$ cat src/sv/src_pkg.sv
`timescale 1ns / 1ps
// ----------------------------------------------------------------------------
// src_pkg
// Shared constants and helpers for the segment/rectangle clipper.
// ----------------------------------------------------------------------------
package src_pkg;

  // Depth of the queue between classifier front and divider back end
  localparam int QUEUE_DEPTH = 4;

  // Queue word: {hit, t0 num, t0 den, start_x, start_y, dx, dy}
  function automatic int word_bits(input int coord_bits);
    return 6 * coord_bits + 3;
  endfunction

endpackage

$ cat src/sv/src_back.sv
`timescale 1ns / 1ps
// ----------------------------------------------------------------------------
// src_back
// Back end: bit-per-stage divider for t0, rounding, and entry point
// interpolation, ending in the output register.
// ----------------------------------------------------------------------------
module src_back #(
  parameter int COORD_BITS  = 16,
  parameter int T_FRAC_BITS = 16
) (
  input  logic                                      clk,
  input  logic                                      rst,
  input  logic                                      q_valid,
  output logic                                      q_ready,
  input  logic [src_pkg::word_bits(COORD_BITS)-1:0] q_word,
  output logic                                      out_valid,
  input  logic                                      out_ready,
  output logic                                      hit,
  output logic [T_FRAC_BITS:0]                      enter_t,
  output logic signed [COORD_BITS-1:0]              enter_x,
  output logic signed [COORD_BITS-1:0]              enter_y
);
  import src_pkg::*;

  localparam int C  = COORD_BITS;
  localparam int T  = T_FRAC_BITS;
  localparam int QB = T + 2;          // quotient of n * 2^(T+1) / d
  localparam int NS = QB;             // one quotient bit per stage
  localparam int MW = C + T + 3;      // dx * t product

  logic en;
  assign en      = !out_valid || out_ready;
  assign q_ready = en;

  logic                w_hit;
  logic [C-1:0]        w_n, w_d;
  logic signed [C-1:0] w_ax, w_ay;
  logic signed [C:0]   w_dx, w_dy;

  assign {w_hit, w_n, w_d, w_ax, w_ay, w_dx, w_dy} = q_word;

  logic                v   [NS];
  logic [C:0]          rem [NS];
  logic [QB-1:0]       quo [NS];
  logic [C-1:0]        dv  [NS];
  logic signed [C-1:0] sax [NS];
  logic signed [C-1:0] say [NS];
  logic signed [C:0]   sdx [NS];
  logic signed [C:0]   sdy [NS];
  logic                sh  [NS];

  // first stage: n <= d, so top quotient bit is (n >= d)
  logic [C:0] r0;
  logic       ge0;
  assign r0  = {1'b0, w_n};
  assign ge0 = (r0 >= {1'b0, w_d});

  always_ff @(posedge clk) begin
    if (rst) begin
      v[0] <= 1'b0;
    end else if (en) begin
      v[0] <= q_valid;
    end
    if (en) begin
      rem[0] <= ge0 ? r0 - {1'b0, w_d} : r0;
      quo[0] <= {{(QB-1){1'b0}}, ge0};
      dv[0]  <= w_d;
      sax[0] <= w_ax;
      say[0] <= w_ay;
      sdx[0] <= w_dx;
      sdy[0] <= w_dy;
      sh[0]  <= w_hit;
    end
  end

  for (genvar i = 1; i < NS; i++) begin : g_div
    logic [C:0] tr;
    logic       ge;
    assign tr = {rem[i-1][C-1:0], 1'b0};
    assign ge = (tr >= {1'b0, dv[i-1]});

    always_ff @(posedge clk) begin
      if (rst) begin
        v[i] <= 1'b0;
      end else if (en) begin
        v[i] <= v[i-1];
      end
      if (en) begin
        rem[i] <= ge ? tr - {1'b0, dv[i-1]} : tr;
        quo[i] <= {quo[i-1][QB-2:0], ge};
        dv[i]  <= dv[i-1];
        sax[i] <= sax[i-1];
        say[i] <= say[i-1];
        sdx[i] <= sdx[i-1];
        sdy[i] <= sdy[i-1];
        sh[i]  <= sh[i-1];
      end
    end
  end

  // round half up: (Q + 1) >> 1
  logic [QB:0]         qsum;
  logic                ve, vm;
  logic [T:0]          et_e;
  logic signed [C-1:0] ax_e, ay_e, ax_m, ay_m;
  logic signed [C:0]   dx_e, dy_e;
  logic                hit_e, hit_m;
  logic [T:0]          et_m;
  logic signed [MW-1:0] px_m, py_m;

  assign qsum = {1'b0, quo[NS-1]} + 1'b1;

  always_ff @(posedge clk) begin
    if (rst) begin
      ve <= 1'b0;
      vm <= 1'b0;
      out_valid <= 1'b0;
    end else if (en) begin
      ve <= v[NS-1];
      vm <= ve;
      out_valid <= vm;
    end
    if (en) begin
      et_e  <= sh[NS-1] ? qsum[QB-1:1] : '0;
      ax_e  <= sax[NS-1];
      ay_e  <= say[NS-1];
      dx_e  <= sdx[NS-1];
      dy_e  <= sdy[NS-1];
      hit_e <= sh[NS-1];

      px_m  <= dx_e * $signed({1'b0, et_e});
      py_m  <= dy_e * $signed({1'b0, et_e});
      ax_m  <= ax_e;
      ay_m  <= ay_e;
      et_m  <= et_e;
      hit_m <= hit_e;
    end
  end

  localparam logic signed [MW-1:0] HALF = MW'(1) <<< (T - 1);

  logic signed [MW-1:0] rx, ry;
  assign rx = (px_m + HALF) >>> T;
  assign ry = (py_m + HALF) >>> T;

  always_ff @(posedge clk) begin
    if (en) begin
      hit     <= hit_m;
      enter_t <= et_m;
      enter_x <= hit_m ? ax_m + rx[C-1:0] : '0;
      enter_y <= hit_m ? ay_m + ry[C-1:0] : '0;
    end
  end

endmodule

$ cat config.mk
export PLATFORM = sky130hd
export DESIGN_NAME = src_back
export DESIGN_NICKNAME = d
export VERILOG_FILES = /design/src/sv/src_pkg.sv /design/src/sv/src_back.sv
export SDC_FILE = /design/constraint.sdc
export NUM_CORES = 2
export LEC_CHECK = 0
export ABC_CLOCK_PERIOD_IN_PS = 147300
export BUFFER_PORTS_ARGS = -buffer_cell sky130_fd_sc_hd__buf_4
export CAP_MARGIN = 20
export CORE_AREA = 2 2 476 336
export DETAILED_ROUTE_END_ITERATION = 8
export DIE_AREA = 0 0 478 338
export PLACE_DENSITY = 0.91
export SYNTH_ARGS = -nofsm -noshare
export SYNTH_HDL_FRONTEND = slang
export SYNTH_SLANG_ARGS = --single-unit
$ cat constraint.sdc
create_clock -name clk -period 147.3 [get_ports clk]
set_input_delay 29.46 -clock clk [delete_from_list [all_inputs] [get_ports clk]]
set_output_delay 29.46 -clock clk [all_outputs]
set_load 0.01 [all_outputs]
==> results by group <==
Worst setup path
  • Critical path launch point type: input pin
  • Worst-path fanout max: 70
  • R2R cell count: 21
  • CP arrival: 30.86 ns
  • Worst Setup End Kind: primary output
  • R2R Setup Slk: 139.90 ns
  • Reg-to-reg critical path endpoint: py_m[31]
  • Required time of the worst setup path: 117.84 ns
  • Worst r2r src: et_e[12]
  • Critical path type: input pin to primary output

Synth
  • Post-synthesis mux area share: 1.44%
  • Synth area leaders: edfxtp_1, fa_1, ha_1
  • Synth async-reset ratio: 0%
  • Yosys top cell area share: 63.9%
  • Mapped Cells: 6,918
  • Register area share after synthesis: 63.9%
  • Synth area leader: edfxtp_1
  • Synth Flop Type: edfxtp_1
  • Mapped Area: 101,000 um^2
  • Largest family of logic cells by synthesized area: adder cells
  • #FFs+latches synth: 2,160
  • Most frequent cell after synthesis: edfxtp_1
  • Synth unique cells: 83
  • Net Count, Synth: 8,018
  • Post-Synth Simple-Gate Area: 7.16%
  • Synth Area in Adders: 15.7%
  • Synth warn: 0
  • Post-synth EDFFs: 2,157
  • Synth Area in Compound Gates: 5.03%
  • Syn avg cell area: 14.7 um^2
  • Commonest cells in the synthesized netlist: edfxtp_1, inv_1, ha_1
  • Post-Synth XOR/XNOR Area: 2.77%

GRT
  • Largest net degree at the start of global routing: 207
  • Met3 usage: 5.70%
  • Vias in the first global route: 58,359
  • Initial antenna violation count: 6
  • First-pass GRT wire length: 327,000 um
  • M1 GR Usage: 34.1%
  • GRT met2 Usage: 42.8%
  • GRT Residual Overflow: 0
  • Gr busiest metal: met2
  • Total GRT Usage: 26.3%

Clock tree
  • TritonCTS Sinks: 2,160
  • Clock edge transition at the registers on the reported setup and hold paths: 0.08 ns
  • Clk_lat worst skew: 0.87 ns
  • Post_cts resized: 0
  • Root Driver: clkbuf_16
  • # hold bufs at CTS: 0
  • Max clock buf depth: 3
  • Number of H-tree levels: 4
  • CTS buffer count: 186
  • Post-CTS setup buffers: 0
  • CTS tree: done

Detailed routing
  • Avg WL per Cell: 22.3 um
  • Antenna-violating nets left: 0
  • Initial DRC Count: 7,150
  • Via-to-Cell Ratio: 6.01
  • DR DRC count: 0
  • Drt pass-1 iters: 8
  • Via count: 56,786
  • Drt total wl: 211,000 um

Placed design
  • Total placed cells including tap cells: 9,103
  • Placed instance area: 105,000 um^2
  • Port Buffer Count: 154
  • DP Wirelength: 133,000 um
  • Placer Congestion: 0.906

Die
  • Starting Density: 64.5%
  • FP Rows: 122
  • Die Y: 338 um
  • Core ar.: 157,000 um^2
  • Die W: 478 um
  • # IOs: 155
  • Die footprint: 162,000 um^2

Worst hold path
  • WHS Path Cells: 0
  • Min-delay src: sdy[17][11]
  • Min-Delay Endpoint: dy_e[11]
  • Worst min path class: flop to flop

Timing
  • Fin crit share: 41.0%
  • TNS Setup: 0 ns
  • Final setup viols: 0
  • Min cycle time layout: 60.32 ns
  • Slew Limit Headroom: 23.4%
  • Skew final: 0.0795 ns
  • Pins Over Slew Limit: 0
  • Final hold violations: 0
  • Worst-Margin Slew: 1.15 ns
  • RSZ-0062 raised after global routing: no
  • Peak Freq: 16.6 MHz

Run status
  • Status: complete, no violations

Finish
  • Final Cell Area: 111,000 um^2
  • Area Overhead vs Synth: 9.74%
  • Final #Nets: 8,288
  • Fin cells: 9,445
  • Share of layout cells above drive strength 1: 8.70%

Run
  • Max_cap viols: 0
==> layer usage <==
| metal | vias to the layer above | wire length, um | share of wire [%] |
|---|---|---|---|
| li1 | 24758 | - | - |
| met1 | 27710 | 78900 | 37 |
| met2 | 3425 | 101000 | 48 |
| met3 | 887 | 20100 | 9.5 |
| met4 | 6 | 11100 | 5.3 |
| met5 | - | 40 | 0.019 |
==> worst max path at each step <==
stage	from	to	cells past startpoint
after floorplan	out_ready	q_ready	3
after global placement	out_ready	q_ready	4
after detailed placement	out_ready	q_ready	4
after CTS	out_ready	q_ready	4
after global routing	out_ready	q_ready	4
final	out_ready	q_ready	4
==> final cells by class <==
type,count,area [um^2]
repair buffers,208,1690
well taps,2108,2640
inverters,904,3400
multi-input cells,3728,32600
clock inverters,113,1300
diodes,5,12.5
fillers,9104,45800
flip-flops and latches,2160,64800
clock buffers,219,4780
==> registers in the layout (all words and copies together), names as in the netlist, 18 cells and up <==
register / flops
sdx: 306
sdy: 306
sax: 288
say: 288
dv: 272
rem: 272
quo: 171
sh: 18
v: 18
==> cell usage in the layout (no fill, tap or decap), types with 9 or more instances in the layout <==
cell,instances
buf_4,200
a21oi_1,328
o21ai_0,128
mux2_4,11
a31oi_1,11
and2_1,327
o31ai_1,13
nand3_1,59
bufinv_16,17
nand4_1,37
a211oi_1,32
xor2_1,96
a21o_1,88
nor2b_1,48
o211ai_1,15
and3_1,34
or3_1,25
a311o_1,9
edfxtp_1,2157
and4_1,10
mux2i_1,10
nor3_1,68
clkbuf_1,33
xnor2_1,225
o21a_1,54
clkinv_2,26
clkbuf_16,186
nand2b_1,58
ha_1,532
o21bai_1,9
or2_2,17
clkinv_1,39
a21boi_0,27
inv_1,897
fa_1,465
a211o_1,11
mux2_2,106
nand2_1,436
nor2_1,336
==> per-stage QoR <==
step	worst slack [ns]	utilization (%)	hold WS, ns
after floorplan	47.14	-	0.400
after global placement	87.06	66.9	0.401
after detailed placement	87.00	66.9	0.405
after CTS	86.99	70.7	0.387
after global routing	86.87	70.8	0.399
final	86.98	70.8	0.379
==> kinds of logic (layout without fill, tap and decap cells) <==
group | after synthesis | count (layout)
compound gates | 801 | 801
xor+xnor | 321 | 321
fa+ha+maj | 997 | 997
buf+inv | 1030 | 1444
flops | 2160 | 2160
mux | 127 | 127
other cells | 0 | 5
simple gates | 1482 | 1482
==> critical path: stages <==
cell and delay (ns):
buf_4 0.11, nor2b_1 0.59, inv_8 0.39, buf_4 0.27
Power is not shown: default switching activity piles up to over one toggle a cycle in this logic, so the estimate is an artifact.
