$ cat config.mk
export PLATFORM = sky130hd
export DESIGN_NAME = src_fifo
export DESIGN_NICKNAME = d
export VERILOG_FILES = /design/src/sv/src_pkg.sv /design/src/sv/src_fifo.sv
export SDC_FILE = /design/constraint.sdc
export NUM_CORES = 1
export LEC_CHECK = 0
export BUFFER_PORTS_ARGS = -buffer_cell sky130_fd_sc_hd__buf_4
export CAP_MARGIN = 20
export CORE_MARGIN = 4
export CORE_UTILIZATION = 55
export CTS_BUF_LIST = sky130_fd_sc_hd__clkbuf_2
export CTS_CLUSTER_DIAMETER = 30
export DETAILED_ROUTE_END_ITERATION = 6
export GPL_ROUTABILITY_DRIVEN = 1
export PLACE_DENSITY = 0.77
export REMOVE_ABC_BUFFERS = 1
export SYNTH_ARGS = -nofsm -noshare
export SYNTH_HDL_FRONTEND = slang
export SYNTH_SLANG_ARGS = --single-unit
$ cat constraint.sdc
create_clock -name clk -period 2.6 [get_ports clk]
set_clock_uncertainty 0.1 [all_clocks]
set_input_delay 0.13 -clock clk [delete_from_list [all_inputs] [get_ports clk]]
set_output_delay 0.13 -clock clk [all_outputs]
set_load 0.02 [all_outputs]
$ cat src/sv/src_pkg.sv
`timescale 1ns / 1ps
// ----------------------------------------------------------------------------
// src_pkg
// Shared constants and helpers for the segment/rectangle clipper.
// ----------------------------------------------------------------------------
package src_pkg;

  // Depth of the queue between classifier front and divider back end
  localparam int QUEUE_DEPTH = 4;

  // Queue word: {hit, t0 num, t0 den, start_x, start_y, dx, dy}
  function automatic int word_bits(input int coord_bits);
    return 6 * coord_bits + 3;
  endfunction

endpackage

$ cat src/sv/src_fifo.sv
`timescale 1ns / 1ps
// ----------------------------------------------------------------------------
// src_fifo
// Small register queue decoupling the classifier from the back end.
// ----------------------------------------------------------------------------
module src_fifo #(
  parameter int WIDTH = 8,
  parameter int DEPTH = 4
) (
  input  logic             clk,
  input  logic             rst,
  input  logic             push_valid,
  output logic             push_ready,
  input  logic [WIDTH-1:0] push_word,
  output logic             pop_valid,
  input  logic             pop_ready,
  output logic [WIDTH-1:0] pop_word
);
  import src_pkg::*;

  localparam int PB = (DEPTH > 1) ? $clog2(DEPTH) : 1;
  localparam int CB = $clog2(DEPTH + 1);

  logic [WIDTH-1:0] mem [DEPTH];
  logic [PB-1:0]    wr_ptr, rd_ptr;
  logic [CB-1:0]    count;
  logic             push, pop;

  assign push_ready = (count != CB'(DEPTH));
  assign pop_valid  = (count != '0);
  assign push       = push_valid && push_ready;
  assign pop        = pop_valid && pop_ready;
  assign pop_word   = mem[rd_ptr];

  always_ff @(posedge clk) begin
    if (rst) begin
      wr_ptr <= '0;
      rd_ptr <= '0;
      count  <= '0;
    end else begin
      if (push) begin
        wr_ptr <= (wr_ptr == PB'(DEPTH - 1)) ? '0 : wr_ptr + 1'b1;
      end
      if (pop) begin
        rd_ptr <= (rd_ptr == PB'(DEPTH - 1)) ? '0 : rd_ptr + 1'b1;
      end
      if (push && !pop) begin
        count <= count + 1'b1;
      end else if (pop && !push) begin
        count <= count - 1'b1;
      end
    end
  end

  always_ff @(posedge clk) begin
    if (push) begin
      mem[wr_ptr] <= push_word;
    end
  end

`ifndef SYNTH
  a_count_max: assert property (@(posedge clk) disable iff (rst)
    count <= CB'(DEPTH))
    else $error("queue count above depth");
  a_count_up: assert property (@(posedge clk) disable iff (rst)
    (push && !pop) |=> (count == $past(count) + 1'b1))
    else $error("queue count did not rise on push");
  a_count_dn: assert property (@(posedge clk) disable iff (rst)
    (pop && !push) |=> (count == $past(count) - 1'b1))
    else $error("queue count did not fall on pop");
`endif

endmodule

==> metrics.cfg, run 1 <==
[global_route]
top_usage_layer=met2
grt_pass1_wl_mm=4.62
track_usage_pct=16.2
first_global_vias=949
grt-ovfl-total=0
grt_use_met2_pct=28.6
grt_util_met1_pct=16.6
antenna_found_initial=0
met3_usage_pct=6.65
grt_max_degree=14

[detailed_routing]
drt_iter0_drc=29
first_pass_iters=4
ant_nets=0
drc=0
vias_per_cell=5.52
routed_wl_mm=2.68
vias=867
wire_per_inst_um=17.1

[synth]
yosys_warnings=0
seq_area_frac_synth_pct=69.8
synth_cells=90
synth.avg_cell_area_um2=18.2
synth_cell_types=26
synth_area_um2=1630
synth-seq-cells=41

[cells_and_area]
final_util_pct=70.8
seq_area_um2=1140
drive_gt1_share_pct=35.7
fin_cells=157
syn_to_final_growth_pct=21.6
antenna_cells=0
fillers=191
layout_common_cells=edfxtp_1, buf_4, dlygate4sd3_1
fin_nets=144
final_common_cell=edfxtp_1
multi_input_area_um2=464

[setup_path]
crit_fanout=7
crit_type=reg2reg
worstPathArrival_ns=2.62
r2r_cells=8
cp-start-kind=flop
regToRegStartpoint=count[0]
r2r_end=count[2]
cp_data_required_time_ns=2.84
r2r_setup_slack_ns=0.23
worst_setup_path_end_kind=flop

[die]
coreArea_um2=2810
die_y_um=62.5
dieArea_um2=3910
pin_count=22
die_w_um=62.5
row_count=19
start_util_pct=58.3

[clocking]
cts_setup_buffers=0
cts_buffers=5
cts_buffer_depth=2
htree_levels=2
cts-root-buf=clkbuf_2
cts_tree=done
insertion_delay_ns=0.39
clk_pin_slew_worst_paths_ns=0.20
cts_sinks=41

[power]
peakVddDrop_mv=0.609
pwr_density_cell_nw_per_um2=919
leakagePower_nw=0.745

[worst_hold_path]
hold_start=pop_ready
worstHoldPathType=in2reg
hold_depth=5
holdPathEnd=rd_ptr[0]

[placed_design]
gp_congestion=0.794
dpl.cell_count=139
port_buffers=21
place_ws_ns=0.256

[run_status]
status=completed

[sta]
timing.fmax_mhz=422
finalCritPeriodShare_pct=91.2
setup_slack_ns=0.230
final_hold_viol_count=0
slew_violations=0
rsz0062_at_grt=false
worst_pin_slew_ns=0.523
setup_violations=0
whs_ns=0.127
fin_crit_ns=2.37
fin_setup_tns_ns=0
relSlewSlack_pct=65.1

[flow_run]
maxCapViolations=0

how the worst max path moves through the flow:
stage,start,endpoint,depth (start not counted)
2_1_floorplan,count[0],count[2],8
3_3_place_gp,count[0],count[2],8
3_5_place_dp,count[0],count[2],8
4_1_cts,count[0],count[2],8
5_1_grt,count[0],count[2],8
6_report,count[0],count[2],8
stage by stage:
step	total power (W)	instance area, µm²
after floorplan	0.00126	1620
after global placement	0.00145	1820
after detailed placement	0.00147	1820
after CTS	0.00185	1990
after global routing	0.00193	1990
final	0.00183	1990
flip-flops by register name, indices dropped and copies added, names as in the netlist, named ones only:
signal  flops
count       3
rd_ptr      2
mem        32
wr_ptr      2
power breakdown:
group | internal [W] | total, W | switching [W]
Sequential | 0.000805 | 0.000885 | 0.0000806
Clock | 0.000159 | 0.000363 | 0.000204
Combinational | 0.000297 | 0.000578 | 0.000281
logic make-up (layout without fill, tap and decap cells):
family / after synthesis / in the layout / synth area share, %
fa+ha+maj: 7 / 7 / 5.82
buf+inv: 7 / 43 / 1.76
compound gates: 5 / 5 / 2.14
mux: 11 / 11 / 12.9
xor+xnor: 2 / 2 / 1.07
simple gates: 17 / 17 / 6.51
flops: 41 / 41 / 69.8
critical path: stages, from the launching register on:
cell	delay, ns
dfxtp_1	0.47
or3b_1	0.24
and2_4	0.19
ha_1	0.18
inv_1	0.06
fa_1	0.38
xor2_1	0.16
or3_2	0.41
a21oi_1	0.14
cell usage after synthesis:
cell type	instances	area (µm²)
edfxtp_1	32	961
or3b_1	1	8.76
nand3_1	1	5.00
a21oi_1	2	10.0
o31ai_1	1	7.51
and2_4	1	8.76
inv_1	3	11.3
mux2i_1	3	30.0
nor3_1	1	5.00
or3_2	2	15.0
ha_1	6	75.1
mux4_2	8	180
nor2_1	3	11.3
o21ai_0	1	5.00
nand2b_1	2	12.5
or3_1	1	6.26
clkbuf_2	1	5.00
and3_2	4	30.0
xor2_1	2	17.5
nand2_1	1	3.75
o31ai_2	1	12.5
buf_2	1	5.00
dfxtp_1	9	180
clkbuf_1	1	3.75
fa_1	1	20.0
buf_1	1	3.75
layer usage:
layer	vias up	part of all wire (%)	wire (µm)
met2	17	55	1470
met4	0	1.9	51
met5	-	0	0
met1	431	38	1030
li1	412	-	-
met3	7	4.9	132
area by class of cell:
type,instances,share of cell area [%]
inverters,3,0.567
flip-flops and latches,41,57.4
multi-input cells,42,23.4
clock inverters,3,2.08
repair buffers,32,13.4
clock buffers,5,1.26
well taps,31,1.95
repair_timing:
action | CTS | global route
endpoints found under the hold margin | 41 | 0
hold buffers | 10 | 0
gates resized for setup | 0 | 0
Note: power is estimated with default switching activity, not from simulation.
==> run 2: changes to the inputs <==
Settings changed: CTS_BUF_LIST sky130_fd_sc_hd__clkbuf_2 to sky130_fd_sc_hd__clkbuf_8 sky130_fd_sc_hd__clkbuf_16.
==> run 2 against run 1 <==
Fmax is 1.6% lower; routed wire length is 2.2% higher; combinational power is 0.9% higher; largest cell class unchanged; largest power group unchanged.
==> metrics.cfg, run 2 (synthesis results as in run 1) <==
[setup_path]
cpLargestDelayFamily=simple AND/OR/NAND/NOR gates
crit_fanout=7
crit_type=reg2reg
r2r_cells=8
r2r_setup_slack_ns=0.19
critical_path_buf_inv_count=1
worstPathArrival_ns=2.53
cpMaxStageDelayCell=dfxtp_1
max_stage_delay_ns=0.44
cp-start-kind=flop
worst_setup_path_end_kind=flop
regToRegStartpoint=count[0]
cp_data_required_time_ns=2.73
r2r_end=count[2]
path_cells=or3b_1, and2_4, ha_1, inv_1, fa_1, xor2_1, or3_2, a21oi_1

[detailed_routing]
first_pass_iters=4
drc=0
wire_per_inst_um=17.6
routed_wl_mm=2.74
drt_iter0_drc=30
vias_per_cell=5.54
vias=865
ant_nets=0

[clocking]
cts_sinks=41
insertion_delay_ns=0.29
clk_pin_slew_worst_paths_ns=0.08
cts_tree=done
cts-resized-gates=0
htree_levels=2
cts_buffer_depth=2
cts-root-buf=clkbuf_8
cts_buffers=5

[die]
pin_count=22
row_count=19
start_util_pct=58.3
die_w_um=62.5
die_y_um=62.5
dieArea_um2=3910
coreArea_um2=2810

[worst_hold_path]
holdPathEnd=wr_ptr[0]
hold_depth=3
worstHoldPathType=in2reg
hold_start=push_valid

[cells_and_area]
regMostFlops=mem
syn_to_final_growth_pct=24.3
largest_reg_flops=32
reg_top3=mem: 32 flops, count: 3 flops
fin_cells=156
layout_common_cells=edfxtp_1, buf_4, dfxtp_1, dlygate4sd3_1, mux4_2
fin_nets=143
drive_gt1_share_pct=36.8
antenna_cells=0
final_common_cell=edfxtp_1

[sta]
timing.fmax_mhz=415
fin_setup_tns_ns=0
worst_pin_slew_ns=0.522
fin_crit_ns=2.41
whs_ns=0.00718
final_hold_viol_count=0
slew_violations=0
relSlewSlack_pct=65.1
setup_violations=0
rsz0062_at_grt=false
finalCritPeriodShare_pct=92.6

[global_route]
grt_max_degree=14
grt-ovfl-total=0
track_usage_pct=16.6
first_global_vias=966
antenna_found_initial=0
grt_pass1_wl_mm=4.74

[power]
total_power_w=0.00200
pwr_density_cell_nw_per_um2=985
peakVddDrop_mv=0.635
leakagePower_nw=0.762

[placed_design]
gp_congestion=0.794
port_buffers=21
dpl.cell_count=139

[flow_run]
maxCapViolations=0

[run_status]
status=completed

-- run 2: cell count changes in the layout (fill, tap and decap cells not counted) --
cell / delta
clkinv_1: -1
clkbuf_8: +6
clkbuf_2: -5
dlygate4sd3_1: -1
-- run 2: how the worst max path moves through the flow --
stage	start	to	slack [ns]	cells after the start
after floorplan	count[0]	count[2]	0.26	8
after global placement	count[0]	count[2]	0.35	8
after detailed placement	count[0]	count[2]	0.26	8
after CTS	count[0]	count[2]	0.18	8
after global routing	count[0]	count[2]	0.06	8
final	count[0]	count[2]	0.19	8
-- run 2: what timing repair did --
action	4_1_cts	5_1_grt
hold buffers	9	0
setup buffers	0	0
hold endpoints to repair	37	0
-- run 2: through the flow --
step / cell area [µm²] / worst slack (ns) / util, %
finish: 2030 / 0.192 / 72.4
global route: 2030 / 0.0618 / 72.4
CTS: 2030 / 0.178 / 72.4
detailed placement: 1820 / 0.256 / 64.9
global placement: 1820 / 0.346 / 64.9
floorplan: 1620 / 0.261 / -
-- run 2: report_power, final --
group	switching, W	internal (W)
Sequential	0.0000813	0.000806
Clock	0.000218	0.000312
Combinational	0.000286	0.000297
-- run 2: metal layers --
layer	wire length, µm	vias to the layer above	track usage, %
met5	0	-	0
met4	55	0	7.44
met3	122	6	6.65
met2	1510	17	29.4
met1	1060	432	17.2
li1	-	410	-
-- run 2: worst min-delay path, stage by stage --
cell and delay, ns:
buf_4 0.10, nand3_1 0.07, o31ai_2 0.06
-- run 2: area by class of cell --
cell class	instances	area, µm²
Sequential cell	41	1140
Clock buffer	6	82.6
Inverter	3	11.3
Multi-Input combinational cell	42	464
Fill cell	182	774
Clock inverter	2	37.5
Timing Repair Buffer	31	255
Tap cell	31	38.8
