## src/sv/src_pkg.sv

```systemverilog
`timescale 1ns / 1ps
// ----------------------------------------------------------------------------
// src_pkg
// Shared constants and helpers for the segment/rectangle clipper.
// ----------------------------------------------------------------------------
package src_pkg;

  // Depth of the queue between classifier front and divider back end
  localparam int QUEUE_DEPTH = 4;

  // Queue word: {hit, t0 num, t0 den, start_x, start_y, dx, dy}
  function automatic int word_bits(input int coord_bits);
    return 6 * coord_bits + 3;
  endfunction

endpackage

```

## src/sv/src_front.sv

```systemverilog
`timescale 1ns / 1ps
// ----------------------------------------------------------------------------
// src_front
// Edge classification: per-axis entry/exit numerators, cross-multiplied
// interval checks, and selection of the entry fraction t0 = n/d.
// ----------------------------------------------------------------------------
module src_front #(
  parameter int COORD_BITS = 16
) (
  input  logic                                          clk,
  input  logic                                          rst,
  input  logic                                          in_valid,
  output logic                                          in_ready,
  input  logic signed [COORD_BITS-1:0]                  start_x,
  input  logic signed [COORD_BITS-1:0]                  start_y,
  input  logic signed [COORD_BITS-1:0]                  end_x,
  input  logic signed [COORD_BITS-1:0]                  end_y,
  input  logic signed [COORD_BITS-1:0]                  box_left,
  input  logic signed [COORD_BITS-1:0]                  box_top,
  input  logic signed [COORD_BITS-1:0]                  box_right,
  input  logic signed [COORD_BITS-1:0]                  box_bottom,
  output logic                                          q_valid,
  input  logic                                          q_ready,
  output logic [src_pkg::word_bits(COORD_BITS)-1:0]     q_word
);
  import src_pkg::*;

  localparam int C = COORD_BITS;
  localparam int PW = 2 * C + 2;

  logic en;
  logic v1, v2, v3;

  assign en       = !v3 || q_ready;
  assign in_ready = en;
  assign q_valid  = v3;

  // ---------------- stage 1: deltas and per-axis checks ----------------
  logic signed [C:0] ax_e, ay_e, bx_e, by_e, l_e, t_e, r_e, b_e;
  logic signed [C:0] dx_c, dy_c, enx_c, exx_c, eny_c, exy_c;
  logic [C-1:0]      dxa_c, dya_c;
  logic              xpos, ypos, xzero, yzero, okx, oky;

  always_comb begin
    ax_e = {start_x[C-1], start_x};
    ay_e = {start_y[C-1], start_y};
    bx_e = {end_x[C-1], end_x};
    by_e = {end_y[C-1], end_y};
    l_e  = {box_left[C-1], box_left};
    t_e  = {box_top[C-1], box_top};
    r_e  = {box_right[C-1], box_right};
    b_e  = {box_bottom[C-1], box_bottom};
    dx_c = bx_e - ax_e;
    dy_c = by_e - ay_e;
    xzero = (dx_c == '0);
    yzero = (dy_c == '0);
    xpos  = !dx_c[C] && !xzero;
    ypos  = !dy_c[C] && !yzero;
    enx_c = xpos ? l_e - ax_e : ax_e - r_e;
    exx_c = xpos ? r_e - ax_e : ax_e - l_e;
    eny_c = ypos ? t_e - ay_e : ay_e - b_e;
    exy_c = ypos ? b_e - ay_e : ay_e - t_e;
    dxa_c = dx_c[C] ? C'(-dx_c) : dx_c[C-1:0];
    dya_c = dy_c[C] ? C'(-dy_c) : dy_c[C-1:0];
    // parallel axis: start must lie between the left and right (or top and bottom) edges
    if (xzero) begin
      okx = (ax_e >= l_e) && (r_e >= ax_e);
    end else begin
      okx = (enx_c <= exx_c) && (enx_c <= $signed({1'b0, dxa_c})) && !exx_c[C];
    end
    if (yzero) begin
      oky = (ay_e >= t_e) && (b_e >= ay_e);
    end else begin
      oky = (eny_c <= exy_c) && (eny_c <= $signed({1'b0, dya_c})) && !exy_c[C];
    end
  end

  logic signed [C-1:0] ax1, ay1;
  logic signed [C:0]   dx1, dy1, enx1, exx1, eny1, exy1;
  logic [C-1:0]        dxa1, dya1;
  logic                ok1, nzx1, nzy1;

  always_ff @(posedge clk) begin
    if (rst) begin
      v1 <= 1'b0;
    end else if (en) begin
      v1 <= in_valid;
    end
    if (en) begin
      ax1  <= start_x;
      ay1  <= start_y;
      dx1  <= dx_c;
      dy1  <= dy_c;
      enx1 <= enx_c;
      exx1 <= exx_c;
      eny1 <= eny_c;
      exy1 <= exy_c;
      dxa1 <= dxa_c;
      dya1 <= dya_c;
      ok1  <= okx && oky;
      nzx1 <= !xzero;
      nzy1 <= !yzero;
    end
  end

  // ---------------- stage 2: cross products ----------------
  logic signed [PW-1:0] pa2, pb2, pc2, pd2;
  logic signed [C-1:0]  ax2, ay2;
  logic signed [C:0]    dx2, dy2, enx2, eny2;
  logic [C-1:0]         dxa2, dya2;
  logic                 ok2, nzx2, nzy2;

  always_ff @(posedge clk) begin
    if (rst) begin
      v2 <= 1'b0;
    end else if (en) begin
      v2 <= v1;
    end
    if (en) begin
      pa2  <= enx1 * $signed({1'b0, dya1});
      pb2  <= exy1 * $signed({1'b0, dxa1});
      pc2  <= eny1 * $signed({1'b0, dxa1});
      pd2  <= exx1 * $signed({1'b0, dya1});
      ax2  <= ax1;
      ay2  <= ay1;
      dx2  <= dx1;
      dy2  <= dy1;
      enx2 <= enx1;
      eny2 <= eny1;
      dxa2 <= dxa1;
      dya2 <= dya1;
      ok2  <= ok1;
      nzx2 <= nzx1;
      nzy2 <= nzy1;
    end
  end

  // ---------------- stage 3: hit and t0 select ----------------
  logic         hit_c, candx, candy;
  logic [C-1:0] n_c, d_c;

  always_comb begin
    hit_c = ok2 && (!(nzx2 && nzy2) || ((pa2 <= pb2) && (pc2 <= pd2)));
    candx = nzx2 && (enx2 > 0);
    candy = nzy2 && (eny2 > 0);
    if (candx && (!candy || (pa2 >= pc2))) begin
      n_c = enx2[C-1:0];
      d_c = dxa2;
    end else if (candy) begin
      n_c = eny2[C-1:0];
      d_c = dya2;
    end else begin
      n_c = '0;
      d_c = C'(1);
    end
    if (!hit_c) begin
      n_c = '0;
      d_c = C'(1);
    end
  end

  always_ff @(posedge clk) begin
    if (rst) begin
      v3 <= 1'b0;
    end else if (en) begin
      v3 <= v2;
    end
    if (en) begin
      q_word <= {hit_c, n_c, d_c, ax2, ay2, dx2, dy2};
    end
  end

endmodule

```

## config.mk

```make
export PLATFORM = sky130hd
export DESIGN_NAME = src_front
export DESIGN_NICKNAME = d
export VERILOG_FILES = /design/src/sv/src_pkg.sv /design/src/sv/src_front.sv
export SDC_FILE = /design/constraint.sdc
export NUM_CORES = 2
export LEC_CHECK = 0
export ABC_AREA = 1
export BUFFER_PORTS_ARGS = -buffer_cell sky130_fd_sc_hd__buf_2
export CAP_MARGIN = 20
export CORE_MARGIN = 1.5
export CORE_UTILIZATION = 50
export CTS_BUF_LIST = sky130_fd_sc_hd__clkbuf_8
export DETAILED_ROUTE_END_ITERATION = 8
export PLACE_DENSITY = 0.68
export SLEW_MARGIN = 15
export SYNTH_ARGS = -nofsm -noshare
export SYNTH_HDL_FRONTEND = slang
export SYNTH_SLANG_ARGS = --single-unit
```

## constraint.sdc

```tcl
create_clock -name clk -period 23.4 [get_ports clk]
set_input_delay 4.68 -clock clk [delete_from_list [all_inputs] [get_ports clk]]
set_output_delay 4.68 -clock clk [all_outputs]
set_load 0.01 [all_outputs]
```

==> run_results.csv <==
group,metric,value,unit
synth,synth_mux_area_frac,0.000546,
clock_tree,cts_buffers,93,
clock_tree,cts.repair.resized,0,
die,num_io_pins,233,
die,num_rows,140,
routing,ant_nets,0,
critical_path,r2r_slack,16.20,ns
clock_tree,holdBufCountCts,0,
run,drv_cap,0,
final_layout,multiInputGateArea,47000,um2
synth,yosysTopAreaCell,"fa_1",
critical_path,end_kind,"output pin",
routing,wl_met2,98400,um
sta,fin_skew,0.0578,ns
sta,period_minus_slack,10.52,ns
critical_path,crit_chain,"buf_2 -> nor2_1 -> inv_8 -> buf_2",
grt,grt_first_pass_wirelength,331000,um
synth,yosysTopAreaCellShare,0.308,
hold_path,whs_path_depth,0,
grt,antenna_found_initial,7,
critical_path,worstPathRequired,18.72,ns
clock_tree,root_buffer,"clkbuf_8",
die,dieArea,149000,um2
sta,fin_crit_sh,0.449,
synth,synthCells,8327,
final_layout,regArea,16100,um2
grt,grt_usage,0.294,
grt,grt_remaining_overflow,0,
critical_path,cpPeakStageDelay,0.40,ns
clock_tree,clk_latency,0.83,ns
grt,grt_pass1_vias,58300,
critical_path,cpMaxStageDelayCell,"nor2_1",
critical_path,start_kind,"input port",
placed_design,io_buffer_count,232,
synth,synth_area_leaders,"fa_1, edfxtp_1, inv_1, ha_1, nand2_1",
placed_design,dpl.hpwl,166000,um
sta,rsz0062_at_grt,"no",
synth,avgSynthCellArea,8.80,um2
sta,finalSetupViolations,0,
sta,worst-slew-pin-transition,1.10,ns
synth,synth_simple_gate_area_frac,0.122,
die,start_util,0.503,
clock_tree,cts_max_path_buffers,3,
grt,grt_max_degree,96,
critical_path,critPathKind,"input port to output pin",
routing,wire_per_inst,20.2,um
critical_path,worstPathArrival,5.84,ns
placed_design,place.gp.congestion,0.969,
clock_tree,cts_max_level,3,
synth,synthesis.area,73300,um2
clock_tree,tritoncts,"built",
sta,slew_viol_final,0,
routing,met1_length,83800,um
die,fp.dieH,386,um
synth,synthFlopType,"edfxtp_1",
synth,synth_xor_area_frac,0.0352,
synth,synth_cell_types,70,
routing,drt_wl_total,210000,um
critical_path,crit_buf_inv,3,
routing,vias,54800,
routing,drc,0,
critical_path,crit_family,"buffers and inverters",
final_layout,nFillCells,13300,
synth,synth-seq-cells,538,
critical_path,rr_startpoint,"dya1[2]$_DFFE_PP_",
synth,synth_fa_ha_area_frac,0.424,
hold_path,hold_class,"flip-flop to flip-flop",
synth,synth_seq_area_share,0.220,
synth,postSynth.asyncResetShare,0,
synth,synth_edf_count,535,
sta,timing.fmax,95.1,MHz
hold_path,min_to,"q_word[24]$_DFFE_PP_",
synth,yosys.cell_count.top_type,"inv_1",
routing,first_iter_violations,4311,
final_layout,syn_to_final_growth,6.55,%
sta,setup_tns,0,ns
run_status,status,"completed",
synth,syn_nets,10300,
critical_path,path_max_fanout,95,
final_layout,layout-drive-gt1-share,0.0597,
clock_tree,clk_pin_slew,0.06,ns
clock_tree,post_cts_buffers,0,
clock_tree,clock-sinks,538,
sta,finalHoldViolations,0,
final_layout,final_nets,10400,
critical_path,crit_top_cell,"buf_2",
die,coreArea,146000,um2
critical_path,reg2reg_depth,29,
routing,dr.pass1.iters,6,
synth,yosys_warnings,0,
hold_path,min-delay-start,"dx2[7]$_DFFE_PP_",
synth,synth_compound_area_frac,0.0590,
routing,highest-signal-layer,"met4",
critical_path,r2r-end,"pd2[31]$_DFFE_PP_",
routing,via_per_inst,5.26,
die,die_x,386,um
synth,ys_top_cells_by_count,"inv_1, nand2_1, fa_1",
sta,slew_headroom,0.266,
synth,synth_top_family_by_area,"adder cells",
routing,wl_met3,16400,um
[worst register-to-register path: cells and delay by family (launching register included)]
| family | cells | cell delay (ns) |
|---|---|---|
| AOI/OAI and AO/OA | 3 | 0.46 |
| xor gates and xnor gates | 1 | 0.45 |
| adders and majority gates | 7 | 3.49 |
| buffers and inverters | 4 | 0.71 |
| DFF | 1 | 0.33 |
| and+or+nand+nor | 14 | 1.50 |
[per-stage QoR]
step / instance area, um2 / instances / setup WS (ns) / hold WS (ns) / utilization
6_report: 78100 / 10400 / 12.88 / 0.400 / 0.536
5_1_grt: 78100 / 10400 / 12.80 / 0.414 / 0.536
4_1_cts: 78100 / 10400 / 12.87 / 0.410 / 0.536
3_5_place_dp: 76200 / 10200 / 12.86 / 0.405 / 0.524
3_3_place_gp: 76200 / 10200 / 12.91 / 0.400 / 0.524
2_1_floorplan: 73300 / 8327 / 3.56 / 0.400 / -
[state kept, by name (all words and copies together) (netlist names), 34 cells and up]
signal and flops:
q_word 99, pc2 34, pb2 34, pa2 34
pd2 34
[cell usage in the layout, fill, tap and decap left out, types with 6 or more instances in the layout]
cell and n:
nand4_1 47, o21ai_2 7, o2111ai_1 9, a31oi_1 14, clkinv_2 11, o221ai_1 11, clkbuf_8 93, edfxtp_1 535
bufinv_16 6, fa_1 1126, buf_2 232, a211oi_1 16, xor2_1 214, a21o_1 21, nor4_1 17, nor2_1 196
buf_4 82, o21ai_1 19, inv_1 2391, nand2_2 9, clkinv_1 15, or2_2 18, nand2_1 1713, ha_1 683
o311ai_0 10, inv_2 11, o21ai_0 175, xnor2_1 77, o31ai_1 11, nand3b_1 6, o211ai_1 27, o21a_1 22
nand3_1 164, o21bai_1 12, a21boi_0 6, nor3_1 37, a21oi_1 366
[cells by family after synthesis]
kind of cell             after synthesis
AND/OR/NAND/NOR                     2228
adder cells (fa/ha/maj)             1809
buffers and inverters               2704
XOR/XNOR                             293
multiplexers                           4
flip-flops                           538
AO/OA/AOI/OAI                        751
[worst max-delay path by stage]
stage / from / cells past startpoint / to / slack (ns)
2_1_floorplan: q_ready / 2 / in_ready / 3.56
3_3_place_gp: q_ready / 4 / in_ready / 12.91
3_5_place_dp: q_ready / 4 / in_ready / 12.86
4_1_cts: q_ready / 4 / in_ready / 12.87
5_1_grt: q_ready / 4 / in_ready / 12.80
6_report: q_ready / 4 / in_ready / 12.88
[layout make-up]
class | instances | share of cell area
Clock inverter | 73 | 0.00700
Sequential cell | 538 | 0.206
Clock buffer | 93 | 0.0164
Multi-Input combinational cell | 5085 | 0.602
Tap cell | 1917 | 0.0307
Inverter | 2377 | 0.114
Antenna cell | 4 | 0.000128
Timing Repair Buffer | 315 | 0.0231
[layer usage]
metal / up-vias / GRT usage
met1: 27200 / 0.374
met5: - / 0
met4: 0 / 0.140
met3: 470 / 0.0537
met2: 2063 / 0.483
li1: 25000 / -
Power is left out: the tool's default activity adds up to more than one toggle a clock period on the data nets, which glitch-free logic cannot reach.
